## config.mk

```make
export PLATFORM = sky130hd
export DESIGN_NAME = epoch_seconds_to_calendar_date
export DESIGN_NICKNAME = d
export VERILOG_FILES = /design/src/ectd_pkg.sv /design/src/ectd_queue.sv /design/src/ectd_front.sv /design/src/ectd_back.sv /design/src/epoch_seconds_to_calendar_date.sv
export SDC_FILE = /design/constraint.sdc
export NUM_CORES = 2
export LEC_CHECK = 0
export BUFFER_PORTS_ARGS = -buffer_cell sky130_fd_sc_hd__buf_2
export CORE_MARGIN = 2
export CORE_UTILIZATION = 59
export CTS_CLUSTER_DIAMETER = 50
export DETAILED_ROUTE_END_ITERATION = 7
export HOLD_SLACK_MARGIN = 0.1
export PLACE_DENSITY = 0.78
export SLEW_MARGIN = 5
export SYNTH_ARGS = -nofsm -noshare
export SYNTH_HDL_FRONTEND = slang
export SYNTH_SLANG_ARGS = --single-unit
```

## constraint.sdc

```tcl
create_clock -name clk_i -period 6.8 [get_ports clk_i]
set_input_delay 0 -clock clk_i [delete_from_list [all_inputs] [get_ports clk_i]]
set_output_delay 0 -clock clk_i [all_outputs]
set_load 0.01 [all_outputs]
```

## src/ectd_pkg.sv

```systemverilog
package ectd_pkg;

  localparam int SECS_W  = 32;
  localparam int DAYS_W  = 16;
  localparam int TOD_W   = 17;
  localparam int YEAR_W  = 12;
  localparam int MONTH_W = 4;
  localparam int MDAY_W  = 5;
  localparam int HOUR_W  = 5;
  localparam int MIN_W   = 6;
  localparam int SEC_W   = 6;
  localparam int WDAY_W  = 3;

  // seconds per day is 675 << 7
  localparam int DAY_SHIFT  = 7;
  localparam int DAY_ODD    = 675;
  localparam int DAY_RECIP  = 6362914;

  // seconds per hour is 225 << 4, per minute 15 << 2
  localparam int HOUR_ODD   = 225;
  localparam int HOUR_RECIP = 291;
  localparam int MIN_ODD    = 15;
  localparam int MIN_RECIP  = 4369;

  // day 0 of the count falls on a Thursday
  localparam int WDAY_BIAS  = 3;
  localparam int WDAY_DIV   = 7;
  localparam int WDAY_RECIP = 149796;

  // Julian day of the first day plus the calendar offset
  localparam int JDN_BASE    = 2472632;
  localparam int CYC400      = 146097;
  localparam int CYC400_RCP  = 29398;
  localparam int CYC4        = 1461;
  localparam int CYC4_RCP    = 11483;
  localparam int MSPAN       = 153;
  localparam int MSPAN_RCP   = 428;
  localparam int DIV5_RCP    = 205;
  localparam int YEAR_BIAS   = 4800;
  localparam int MONTH_WRAP  = 10;

  typedef struct packed {
    logic [DAYS_W-1:0] days;
    logic [TOD_W-1:0]  tod;
  } split_t;

  typedef struct packed {
    logic full;
    logic empty;
  } q_stat_t;

endpackage

```

## src/ectd_queue.sv

```systemverilog
module ectd_queue #(
  parameter int Depth = 2
) (
  input  logic               clk_i,
  input  logic               rst_ni,
  input  logic               push_i,
  input  ectd_pkg::split_t   data_i,
  input  logic               pop_i,
  output ectd_pkg::split_t   data_o,
  output ectd_pkg::q_stat_t  stat_o
);

  localparam int PtrW = (Depth > 1) ? $clog2(Depth) : 1;
  localparam int CntW = $clog2(Depth + 1);

  ectd_pkg::split_t mem_q [Depth];
  logic [PtrW-1:0]  wr_ptr_q, wr_ptr_d;
  logic [PtrW-1:0]  rd_ptr_q, rd_ptr_d;
  logic [CntW-1:0]  cnt_q, cnt_d;

  assign stat_o.full  = (cnt_q == CntW'(Depth));
  assign stat_o.empty = (cnt_q == '0);
  assign data_o       = mem_q[rd_ptr_q];

  always_comb begin
    wr_ptr_d = wr_ptr_q;
    rd_ptr_d = rd_ptr_q;
    cnt_d    = cnt_q;
    if (push_i) begin
      wr_ptr_d = (wr_ptr_q == PtrW'(Depth - 1)) ? '0 : wr_ptr_q + PtrW'(1);
    end
    if (pop_i) begin
      rd_ptr_d = (rd_ptr_q == PtrW'(Depth - 1)) ? '0 : rd_ptr_q + PtrW'(1);
    end
    if (push_i && !pop_i) begin
      cnt_d = cnt_q + CntW'(1);
    end else if (!push_i && pop_i) begin
      cnt_d = cnt_q - CntW'(1);
    end
  end

  always_ff @(posedge clk_i or negedge rst_ni) begin
    if (!rst_ni) begin
      wr_ptr_q <= '0;
      rd_ptr_q <= '0;
      cnt_q    <= '0;
    end else begin
      wr_ptr_q <= wr_ptr_d;
      rd_ptr_q <= rd_ptr_d;
      cnt_q    <= cnt_d;
    end
  end

  always_ff @(posedge clk_i) begin
    if (push_i) begin
      mem_q[wr_ptr_q] <= data_i;
    end
  end

endmodule

```

## src/ectd_front.sv

```systemverilog
module ectd_front (
  input  logic                          clk_i,
  input  logic                          rst_ni,
  input  logic                          start_i,
  input  logic [ectd_pkg::SECS_W-1:0]   epoch_seconds_i,
  input  ectd_pkg::q_stat_t             q_stat_i,
  output logic                          busy_o,
  output logic                          push_o,
  output ectd_pkg::split_t              split_o
);

  logic        en;
  logic        s0_vld_q, s1_vld_q;
  logic [31:0] secs_q;
  logic [47:0] prod;
  logic [15:0] qest_q;
  logic [24:0] x_q;
  logic [6:0]  lo_q;
  logic [24:0] qm;
  logic [10:0] rem;
  logic [10:0] rem_c;

  assign en     = !q_stat_i.full;
  assign busy_o = q_stat_i.full;
  assign push_o = s1_vld_q && en;

  assign prod = 48'(secs_q[31:ectd_pkg::DAY_SHIFT]) * 48'(ectd_pkg::DAY_RECIP);

  // estimate is low by at most one: correct with a single compare
  assign qm  = 25'(qest_q) * 25'(ectd_pkg::DAY_ODD);
  assign rem = 11'(x_q - qm);

  always_comb begin
    split_o.days = qest_q;
    rem_c        = rem;
    if (rem >= 11'(ectd_pkg::DAY_ODD)) begin
      split_o.days = qest_q + 16'd1;
      rem_c        = rem - 11'(ectd_pkg::DAY_ODD);
    end
    split_o.tod = {rem_c[9:0], lo_q};
  end

  always_ff @(posedge clk_i or negedge rst_ni) begin
    if (!rst_ni) begin
      s0_vld_q <= 1'b0;
      s1_vld_q <= 1'b0;
    end else if (en) begin
      s0_vld_q <= start_i;
      s1_vld_q <= s0_vld_q;
    end
  end

  always_ff @(posedge clk_i) begin
    if (en) begin
      if (start_i) begin
        secs_q <= epoch_seconds_i;
      end
      qest_q <= prod[47:32];
      x_q    <= secs_q[31:ectd_pkg::DAY_SHIFT];
      lo_q   <= secs_q[ectd_pkg::DAY_SHIFT-1:0];
    end
  end

endmodule

```

## src/ectd_back.sv

```systemverilog
module ectd_back (
  input  logic                           clk_i,
  input  logic                           rst_ni,
  input  logic                           vld_i,
  input  ectd_pkg::split_t               split_i,
  output logic                           valid_o,
  output logic [ectd_pkg::YEAR_W-1:0]    year_o,
  output logic [ectd_pkg::MONTH_W-1:0]   month_o,
  output logic [ectd_pkg::MDAY_W-1:0]    day_of_month_o,
  output logic [ectd_pkg::HOUR_W-1:0]    hour_o,
  output logic [ectd_pkg::MIN_W-1:0]     minute_o,
  output logic [ectd_pkg::SEC_W-1:0]     second_o,
  output logic [ectd_pkg::WDAY_W-1:0]    weekday_o
);

  logic [7:0] vld_q;

  // stage 0
  logic [15:0] days0_q;
  logic [16:0] tod0_q;
  // stage 1
  logic [23:0] n1_d, n1_q;
  logic [38:0] pb;
  logic [6:0]  qb1_q;
  logic [15:0] w1_d, w1_q;
  logic [33:0] pw;
  logic [13:0] qw1_q;
  logic [12:0] y1_q;
  logic [21:0] ph;
  logic [5:0]  qh1_q;
  logic [3:0]  tlo1_q;
  // stage 2
  logic [24:0] mb, r1, r1_c;
  logic [6:0]  b_d, b2_q;
  logic [15:0] c2_q;
  logic [15:0] mw;
  logic [3:0]  rw, rw_c;
  logic [2:0]  wd2_q;
  logic [12:0] mh;
  logic [8:0]  ry, ry_c;
  logic [5:0]  hr_d;
  logic [4:0]  hr2_q;
  logic [11:0] remh2_q;
  // stage 3
  logic [17:0] n2;
  logic [31:0] pd;
  logic [17:0] n2_q;
  logic [7:0]  qd3_q;
  logic [6:0]  b3_q;
  logic [2:0]  wd3_q;
  logic [4:0]  hr3_q;
  logic [9:0]  z;
  logic [21:0] pm;
  logic [9:0]  z3_q;
  logic [5:0]  qm3_q;
  logic [1:0]  slo3_q;
  // stage 4
  logic [17:0] md;
  logic [11:0] r2, r2_c;
  logic [7:0]  d_d;
  logic [8:0]  e;
  logic [10:0] n3_d, n4_q;
  logic [6:0]  d4_q, b4_q;
  logic [2:0]  wd4_q;
  logic [4:0]  hr4_q;
  logic [9:0]  mm;
  logic [4:0]  rz, rz_c;
  logic [5:0]  mi_d;
  logic [5:0]  mi4_q, se4_q;
  // stage 5
  logic [19:0] pmo;
  logic [10:0] n5_q;
  logic [3:0]  qmo5_q;
  logic [6:0]  d5_q, b5_q;
  logic [2:0]  wd5_q;
  logic [4:0]  hr5_q;
  logic [5:0]  mi5_q, se5_q;
  // stage 6
  logic [10:0] mmo;
  logic [8:0]  r3, r3_c;
  logic [3:0]  m_d, m6_q;
  logic [7:0]  r36_q;
  logic [6:0]  d6_q, b6_q;
  logic [2:0]  wd6_q;
  logic [4:0]  hr6_q;
  logic [5:0]  mi6_q, se6_q;
  // stage 7
  logic [15:0] p5;
  logic        wrap;
  logic [13:0] yr;

  // stage 1 arithmetic
  assign n1_d = {22'(24'(days0_q) + 24'(ectd_pkg::JDN_BASE)), 2'b11};
  assign pb   = 39'(n1_d) * 39'(ectd_pkg::CYC400_RCP);
  assign w1_d = days0_q + 16'(ectd_pkg::WDAY_BIAS);
  assign pw   = 34'(w1_d) * 34'(ectd_pkg::WDAY_RECIP);
  assign ph   = 22'(tod0_q[16:4]) * 22'(ectd_pkg::HOUR_RECIP);

  // stage 2 arithmetic
  assign mb = 25'(qb1_q) * 25'(ectd_pkg::CYC400);
  assign r1 = 25'(n1_q) - mb;
  assign mw = 16'(qw1_q) * 16'(ectd_pkg::WDAY_DIV);
  assign rw = 4'(w1_q - mw);
  assign mh = 13'(qh1_q) * 13'(ectd_pkg::HOUR_ODD);
  assign ry = 9'(y1_q - mh);

  always_comb begin
    b_d  = qb1_q;
    r1_c = r1;
    if (r1 >= 25'(ectd_pkg::CYC400)) begin
      b_d  = qb1_q + 7'd1;
      r1_c = r1 - 25'(ectd_pkg::CYC400);
    end
    rw_c = rw;
    if (rw >= 4'(ectd_pkg::WDAY_DIV)) begin
      rw_c = rw - 4'(ectd_pkg::WDAY_DIV);
    end
    hr_d = qh1_q;
    ry_c = ry;
    if (ry >= 9'(ectd_pkg::HOUR_ODD)) begin
      hr_d = qh1_q + 6'd1;
      ry_c = ry - 9'(ectd_pkg::HOUR_ODD);
    end
  end

  // stage 3 arithmetic
  assign n2 = {c2_q, 2'b11};
  assign pd = 32'(n2) * 32'(ectd_pkg::CYC4_RCP);
  assign z  = remh2_q[11:2];
  assign pm = 22'(z) * 22'(ectd_pkg::MIN_RECIP);

  // stage 4 arithmetic
  assign md = 18'(qd3_q) * 18'(ectd_pkg::CYC4);
  assign r2 = 12'(n2_q - md);
  assign mm = 10'(qm3_q) * 10'(ectd_pkg::MIN_ODD);
  assign rz = 5'(z3_q - mm);

  always_comb begin
    d_d  = qd3_q;
    r2_c = r2;
    if (r2 >= 12'(ectd_pkg::CYC4)) begin
      d_d  = qd3_q + 8'd1;
      r2_c = r2 - 12'(ectd_pkg::CYC4);
    end
    e    = r2_c[10:2];
    n3_d = {e, 2'b00} + 11'(e) + 11'd2;
    mi_d = qm3_q;
    rz_c = rz;
    if (rz >= 5'(ectd_pkg::MIN_ODD)) begin
      mi_d = qm3_q + 6'd1;
      rz_c = rz - 5'(ectd_pkg::MIN_ODD);
    end
  end

  // stage 5 arithmetic
  assign pmo = 20'(n4_q) * 20'(ectd_pkg::MSPAN_RCP);

  // stage 6 arithmetic
  assign mmo = 11'(qmo5_q) * 11'(ectd_pkg::MSPAN);
  assign r3  = 9'(n5_q - mmo);

  always_comb begin
    m_d  = qmo5_q;
    r3_c = r3;
    if (r3 >= 9'(ectd_pkg::MSPAN)) begin
      m_d  = qmo5_q + 4'd1;
      r3_c = r3 - 9'(ectd_pkg::MSPAN);
    end
  end

  // stage 7 arithmetic
  assign p5   = 16'(r36_q) * 16'(ectd_pkg::DIV5_RCP);
  assign wrap = (m6_q >= 4'(ectd_pkg::MONTH_WRAP));
  assign yr   = 14'(b6_q) * 14'd100 + 14'(d6_q) + 14'(wrap)
              - 14'(ectd_pkg::YEAR_BIAS);

  always_ff @(posedge clk_i or negedge rst_ni) begin
    if (!rst_ni) begin
      vld_q <= '0;
    end else begin
      vld_q <= {vld_q[6:0], vld_i};
    end
  end

  assign valid_o = vld_q[7];

  always_ff @(posedge clk_i) begin
    days0_q <= split_i.days;
    tod0_q  <= split_i.tod;

    n1_q   <= n1_d;
    qb1_q  <= pb[38:32];
    w1_q   <= w1_d;
    qw1_q  <= pw[33:20];
    y1_q   <= tod0_q[16:4];
    qh1_q  <= ph[21:16];
    tlo1_q <= tod0_q[3:0];

    b2_q    <= b_d;
    c2_q    <= r1_c[17:2];
    wd2_q   <= rw_c[2:0];
    hr2_q   <= hr_d[4:0];
    remh2_q <= {ry_c[7:0], tlo1_q};

    n2_q   <= n2;
    qd3_q  <= pd[31:24];
    b3_q   <= b2_q;
    wd3_q  <= wd2_q;
    hr3_q  <= hr2_q;
    z3_q   <= z;
    qm3_q  <= pm[21:16];
    slo3_q <= remh2_q[1:0];

    n4_q  <= n3_d;
    d4_q  <= d_d[6:0];
    b4_q  <= b3_q;
    wd4_q <= wd3_q;
    hr4_q <= hr3_q;
    mi4_q <= mi_d;
    se4_q <= {rz_c[3:0], slo3_q};

    n5_q   <= n4_q;
    qmo5_q <= pmo[19:16];
    d5_q   <= d4_q;
    b5_q   <= b4_q;
    wd5_q  <= wd4_q;
    hr5_q  <= hr4_q;
    mi5_q  <= mi4_q;
    se5_q  <= se4_q;

    m6_q  <= m_d;
    r36_q <= r3_c[7:0];
    d6_q  <= d5_q;
    b6_q  <= b5_q;
    wd6_q <= wd5_q;
    hr6_q <= hr5_q;
    mi6_q <= mi5_q;
    se6_q <= se5_q;

    year_o         <= yr[11:0];
    month_o        <= wrap ? m6_q - 4'd9 : m6_q + 4'd3;
    day_of_month_o <= 5'(p5[15:10]) + 5'd1;
    hour_o         <= hr6_q;
    minute_o       <= mi6_q;
    second_o       <= se6_q;
    weekday_o      <= wd6_q;
  end

endmodule

```

## src/epoch_seconds_to_calendar_date.sv

```systemverilog
// Channel   Handshake            Payload
// command   start_i / busy_o     epoch_seconds_i
// result    valid_o (strobe)     year_o month_o day_of_month_o hour_o minute_o second_o weekday_o
//
// One item per cycle sustained while busy_o is low.
// Results pass the front split (2 stages), the queue slot and the 8-stage date pipeline, whose
// divisions each use a constant multiply, all but the day of month with a single-step quotient correction.
// Reset clears the valid bits and the queue; the result strobe cannot be held off, so the
// back pipeline never stalls and busy_o rises only if the queue fills.
module epoch_seconds_to_calendar_date #(
  parameter int QueueDepth = 2
) (
  input  logic                          clk_i,
  input  logic                          rst_ni,
  input  logic                          start_i,
  output logic                          busy_o,
  input  logic [ectd_pkg::SECS_W-1:0]   epoch_seconds_i,
  output logic                          valid_o,
  output logic [ectd_pkg::YEAR_W-1:0]   year_o,
  output logic [ectd_pkg::MONTH_W-1:0]  month_o,
  output logic [ectd_pkg::MDAY_W-1:0]   day_of_month_o,
  output logic [ectd_pkg::HOUR_W-1:0]   hour_o,
  output logic [ectd_pkg::MIN_W-1:0]    minute_o,
  output logic [ectd_pkg::SEC_W-1:0]    second_o,
  output logic [ectd_pkg::WDAY_W-1:0]   weekday_o
);

  ectd_pkg::split_t  push_data;
  ectd_pkg::split_t  head_data;
  ectd_pkg::q_stat_t q_stat;
  logic              push;
  logic              pop;

  assign pop = !q_stat.empty;

  ectd_front u_front (
    .clk_i           (clk_i),
    .rst_ni          (rst_ni),
    .start_i         (start_i),
    .epoch_seconds_i (epoch_seconds_i),
    .q_stat_i        (q_stat),
    .busy_o          (busy_o),
    .push_o          (push),
    .split_o         (push_data)
  );

  ectd_queue #(
    .Depth (QueueDepth)
  ) u_queue (
    .clk_i  (clk_i),
    .rst_ni (rst_ni),
    .push_i (push),
    .data_i (push_data),
    .pop_i  (pop),
    .data_o (head_data),
    .stat_o (q_stat)
  );

  ectd_back u_back (
    .clk_i          (clk_i),
    .rst_ni         (rst_ni),
    .vld_i          (pop),
    .split_i        (head_data),
    .valid_o        (valid_o),
    .year_o         (year_o),
    .month_o        (month_o),
    .day_of_month_o (day_of_month_o),
    .hour_o         (hour_o),
    .minute_o       (minute_o),
    .second_o       (second_o),
    .weekday_o      (weekday_o)
  );

`ifndef SYNTHESIS
  assert property (@(posedge clk_i) disable iff (!rst_ni) !busy_o)
    else $error("queue filled although the back end drains every cycle");

  assert property (@(posedge clk_i) disable iff (!rst_ni)
    valid_o |-> (hour_o <= 5'd23 && minute_o <= 6'd59 && second_o <= 6'd59))
    else $error("time of day out of range");

  assert property (@(posedge clk_i) disable iff (!rst_ni)
    valid_o |-> (month_o >= 4'd1 && month_o <= 4'd12 && day_of_month_o != 5'd0 &&
                 weekday_o <= 3'd6))
    else $error("date field out of range");

  assert property (@(posedge clk_i) disable iff (!rst_ni)
    valid_o |-> (year_o >= 12'd1970 && year_o <= 12'd2106))
    else $error("year out of range");
`endif

endmodule
```

==> flow_summary.ini <==
[outcome]
status = complete, no violations

[drt]
routed_wl_um = 92800
drt-initial-drc-count = 1184
dr_wl_met2_um = 48100
wl_per_cell_um = 16.1
vias = 30300
viasPerCell = 5.24
detail-route-antenna-nets = 0
met1Wirelength_um = 38600
routed.top_layer = met5
detail_route.first_pass.iterations = 6
drc = 0
met3_length_um = 3030

[floorplan]
core-area_sq_um = 79100
initial_core_util_pct = 59.7
die_area_sq_um = 82300
ioPinCount = 78
rows = 103
die_w_um = 287
die_y_um = 287

[synthesis]
syn_area_per_cell_sq_um = 10.8
syn_nets = 5967
synth-seq-area-share_pct = 24.1
synth-main-ff-cell = dfxtp_1
async_reset_ff_share_pct = 2.81
ys_types = 82
synth_edf_count = 132
post_synth_inst_count = 4387
netlist_area_sq_um = 47200
ys_ff_latch = 499
synth_warnings = 0

[cts]
cts_tree = built
cts_buffer_depth = 3
h-tree-depth = 2
path_clk_slew_ns = 0.06
cts_sinks = 499
cts_buffers = 59
root_buffer = clkbuf_16
clock_latency_ns = 0.64

[worst_setup_path]
start_kind = flop
cpMaxStageDelayCell = fa_1
cpPeakStageDelay_ns = 0.53
arrival_ns = 7.19
crit_fanout = 6
cp_data_required_time_ns = 7.37
endpoint_kind = flop
worstSetupPathType = flop to flop

[sta]
slew_headroom_pct = 34.9
fin_crit_ns = 6.62
hold_violations = 0
min_period_over_period_pct = 97.4
drv_slew = 0
hold_slack_ns = 0.321
worst_pin_slew_ns = 0.973
setup_ws_ns = 0.176
skew_ns = 0.0380
setup_violations = 0
max_freq_mhz = 151

[place]
io_buffers = 77
gp_congestion = 0.902
dp_cells = 5573
dpl.hpwl_um = 74600
dp_slack_ns = -0.121

[cells_and_area]
antenna_cells = 0
drive_gt1_share_pct = 8.38
area_growth_pct = 11.6
layout.nets = 6254
utilization_pct = 66.6
stdcell_count = 5773

[global_route]
grt_pass1_vias = 32900
grt_usage_pct = 23.1
grt_pass1_wl_um = 156000
gr-total-overflow = 0
antenna_found_initial = 1
grt_max_degree = 40

[job]
maxCapViolCount = 0

[min_path]
hp-class = flop to flop
[registers in the layout, indices dropped and copies added (netlist names), 8 cells and up]
register and flops:
u_back.qd3_q 8, u_back.n2_q 10, u_back.n5_q 9, u_back.n4_q 11, u_back.vld_q 8, u_back.days0_q 16, u_back.y1_q 9, u_back.r36_q 8
u_queue.mem_q 66, u_front.x_q 11, u_front.qest_q 16, u_back.tod0_q 17, u_back.year_o 12, u_back.n1_q 18, u_back.c2_q 16, u_back.remh2_q 12
u_front.secs_q 32
[per-layer routing]
layer  vias up  track usage [%]
li1      14800                -
met1     14700             27.9
met2       533             42.7
met3       189             2.74
met4         2             7.70
met5         -                0
[critical path: cells and delay by family (launching register included)]
family / cells / cell delay, ns
XOR/XNOR: 2 / 0.48
AO/OA/AOI/OAI: 10 / 1.77
buffers and inverters: 5 / 0.55
flip-flops: 1 / 0.33
AND/OR/NAND/NOR: 4 / 0.66
adder cells (fa/ha/maj): 7 / 2.77
[final cells by class]
type	instances	area (sq um)
Tap cell	1050	1310
Clock inverter	40	534
Fill cell	5776	26400
Sequential cell	499	11400
Clock buffer	70	1560
Multi-Input combinational cell	2834	32200
Inverter	1026	3850
Timing Repair Buffer	254	1890
[final timing paths]
kind                                            from                            to  slack (ns)  cells past startpoint
min                          u_back.wd3_q[1]$_DFF_P_       u_back.wd4_q[1]$_DFF_P_        0.32                      0
min in group asynchronous                     rst_ni     u_back.vld_q[2]$_DFF_PN0_        0.47                      3
max in group asynchronous                     rst_ni  u_queue.rd_ptr_q$_DFFE_PN0P_        5.91                      3
min reg2reg                  u_back.wd3_q[1]$_DFF_P_       u_back.wd4_q[1]$_DFF_P_        0.32                      0
max                        u_back.days0_q[3]$_DFF_P_       u_back.qb1_q[5]$_DFF_P_        0.18                     28
max reg2reg                u_back.days0_q[3]$_DFF_P_       u_back.qb1_q[5]$_DFF_P_        0.18                     28
[cells in the mapped netlist, types with 3 or more instances]
master | number | area share (%)
a211o_1 | 3 | 0.056
a211oi_1 | 17 | 0.27
a21boi_0 | 16 | 0.25
a21o_1 | 78 | 1.2
a21oi_1 | 113 | 1.2
a221oi_1 | 3 | 0.056
a31o_2 | 4 | 0.074
a31oi_1 | 17 | 0.23
a41oi_1 | 3 | 0.056
and2_1 | 13 | 0.17
and3_1 | 19 | 0.25
clkbuf_1 | 22 | 0.17
dfrtp_1 | 14 | 0.74
dfxtp_1 | 353 | 15
edfxtp_1 | 132 | 8.4
fa_1 | 520 | 22
ha_1 | 1025 | 27
inv_1 | 1026 | 8.2
mux2_2 | 39 | 0.93
mux2i_1 | 5 | 0.11
nand2_1 | 127 | 1.0
nand2b_1 | 25 | 0.33
nand3_1 | 48 | 0.51
nand3b_1 | 3 | 0.048
nand4_1 | 20 | 0.26
nor2_1 | 90 | 0.72
nor2b_1 | 30 | 0.40
nor3_1 | 34 | 0.36
nor3b_1 | 13 | 0.21
nor4_1 | 7 | 0.093
o2111ai_1 | 7 | 0.13
o211ai_1 | 9 | 0.14
o21a_1 | 34 | 0.54
o21ai_0 | 98 | 1.0
o21bai_1 | 17 | 0.27
o221ai_1 | 4 | 0.074
o311ai_0 | 5 | 0.093
o31a_1 | 7 | 0.13
o31ai_1 | 7 | 0.11
or2_2 | 4 | 0.053
or3_1 | 15 | 0.20
or4_1 | 7 | 0.11
xnor2_1 | 210 | 3.9
xor2_1 | 92 | 1.7
[logic make-up (layout without fill, tap and decap cells)]
| kind of cell | count (synthesis) | in the layout | share of synthesized area [%] |
|---|---|---|---|
| fa+ha+maj | 1546 | 1546 | 49.2 |
| buf+inv | 1054 | 1390 | 8.41 |
| simple gates | 465 | 465 | 4.91 |
| compound gates | 475 | 475 | 6.65 |
| xor+xnor | 304 | 304 | 5.69 |
| mux | 44 | 44 | 1.04 |
| flops | 499 | 499 | 24.1 |
[layout by cell type (no fill, tap or decap), types with 9 or more instances in the layout]
master / n
a211oi_1: 14
a21boi_0: 16
a21o_1: 78
a21oi_1: 104
a21oi_2: 9
a31oi_1: 16
and2_1: 12
and3_1: 19
buf_2: 77
buf_4: 107
clkbuf_16: 60
dfrtp_1: 14
dfxtp_1: 351
dlygate4sd3_1: 67
edfxtp_1: 132
fa_1: 520
ha_1: 1017
inv_1: 1022
mux2_2: 39
nand2_1: 127
nand2b_1: 24
nand3_1: 48
nand4_1: 20
nor2_1: 88
nor2b_1: 29
nor3_1: 33
nor3b_1: 11
o211ai_1: 9
o21a_1: 34
o21ai_0: 95
o21bai_1: 17
or3_1: 14
xnor2_1: 209
xor2_1: 84
[stage by stage]
stage          area [sq um]  setup TNS, ns
2_1_floorplan         47300              0
5_1_grt               52700         -0.392
3_3_place_gp          49500              0
3_5_place_dp          49500         -0.265
6_report              52700              0
4_1_cts               52300              0
[repair_timing]
action	CTS	global route
pin swaps	0	14
gates resized for setup	4	54
hold endpoints to repair	52	0
hold buffers	67	0
setup buffers	3	20
setup endpoints to repair	3	21
Power is not shown: default switching activity piles up to over one toggle a cycle in this logic, so the estimate is an artifact.
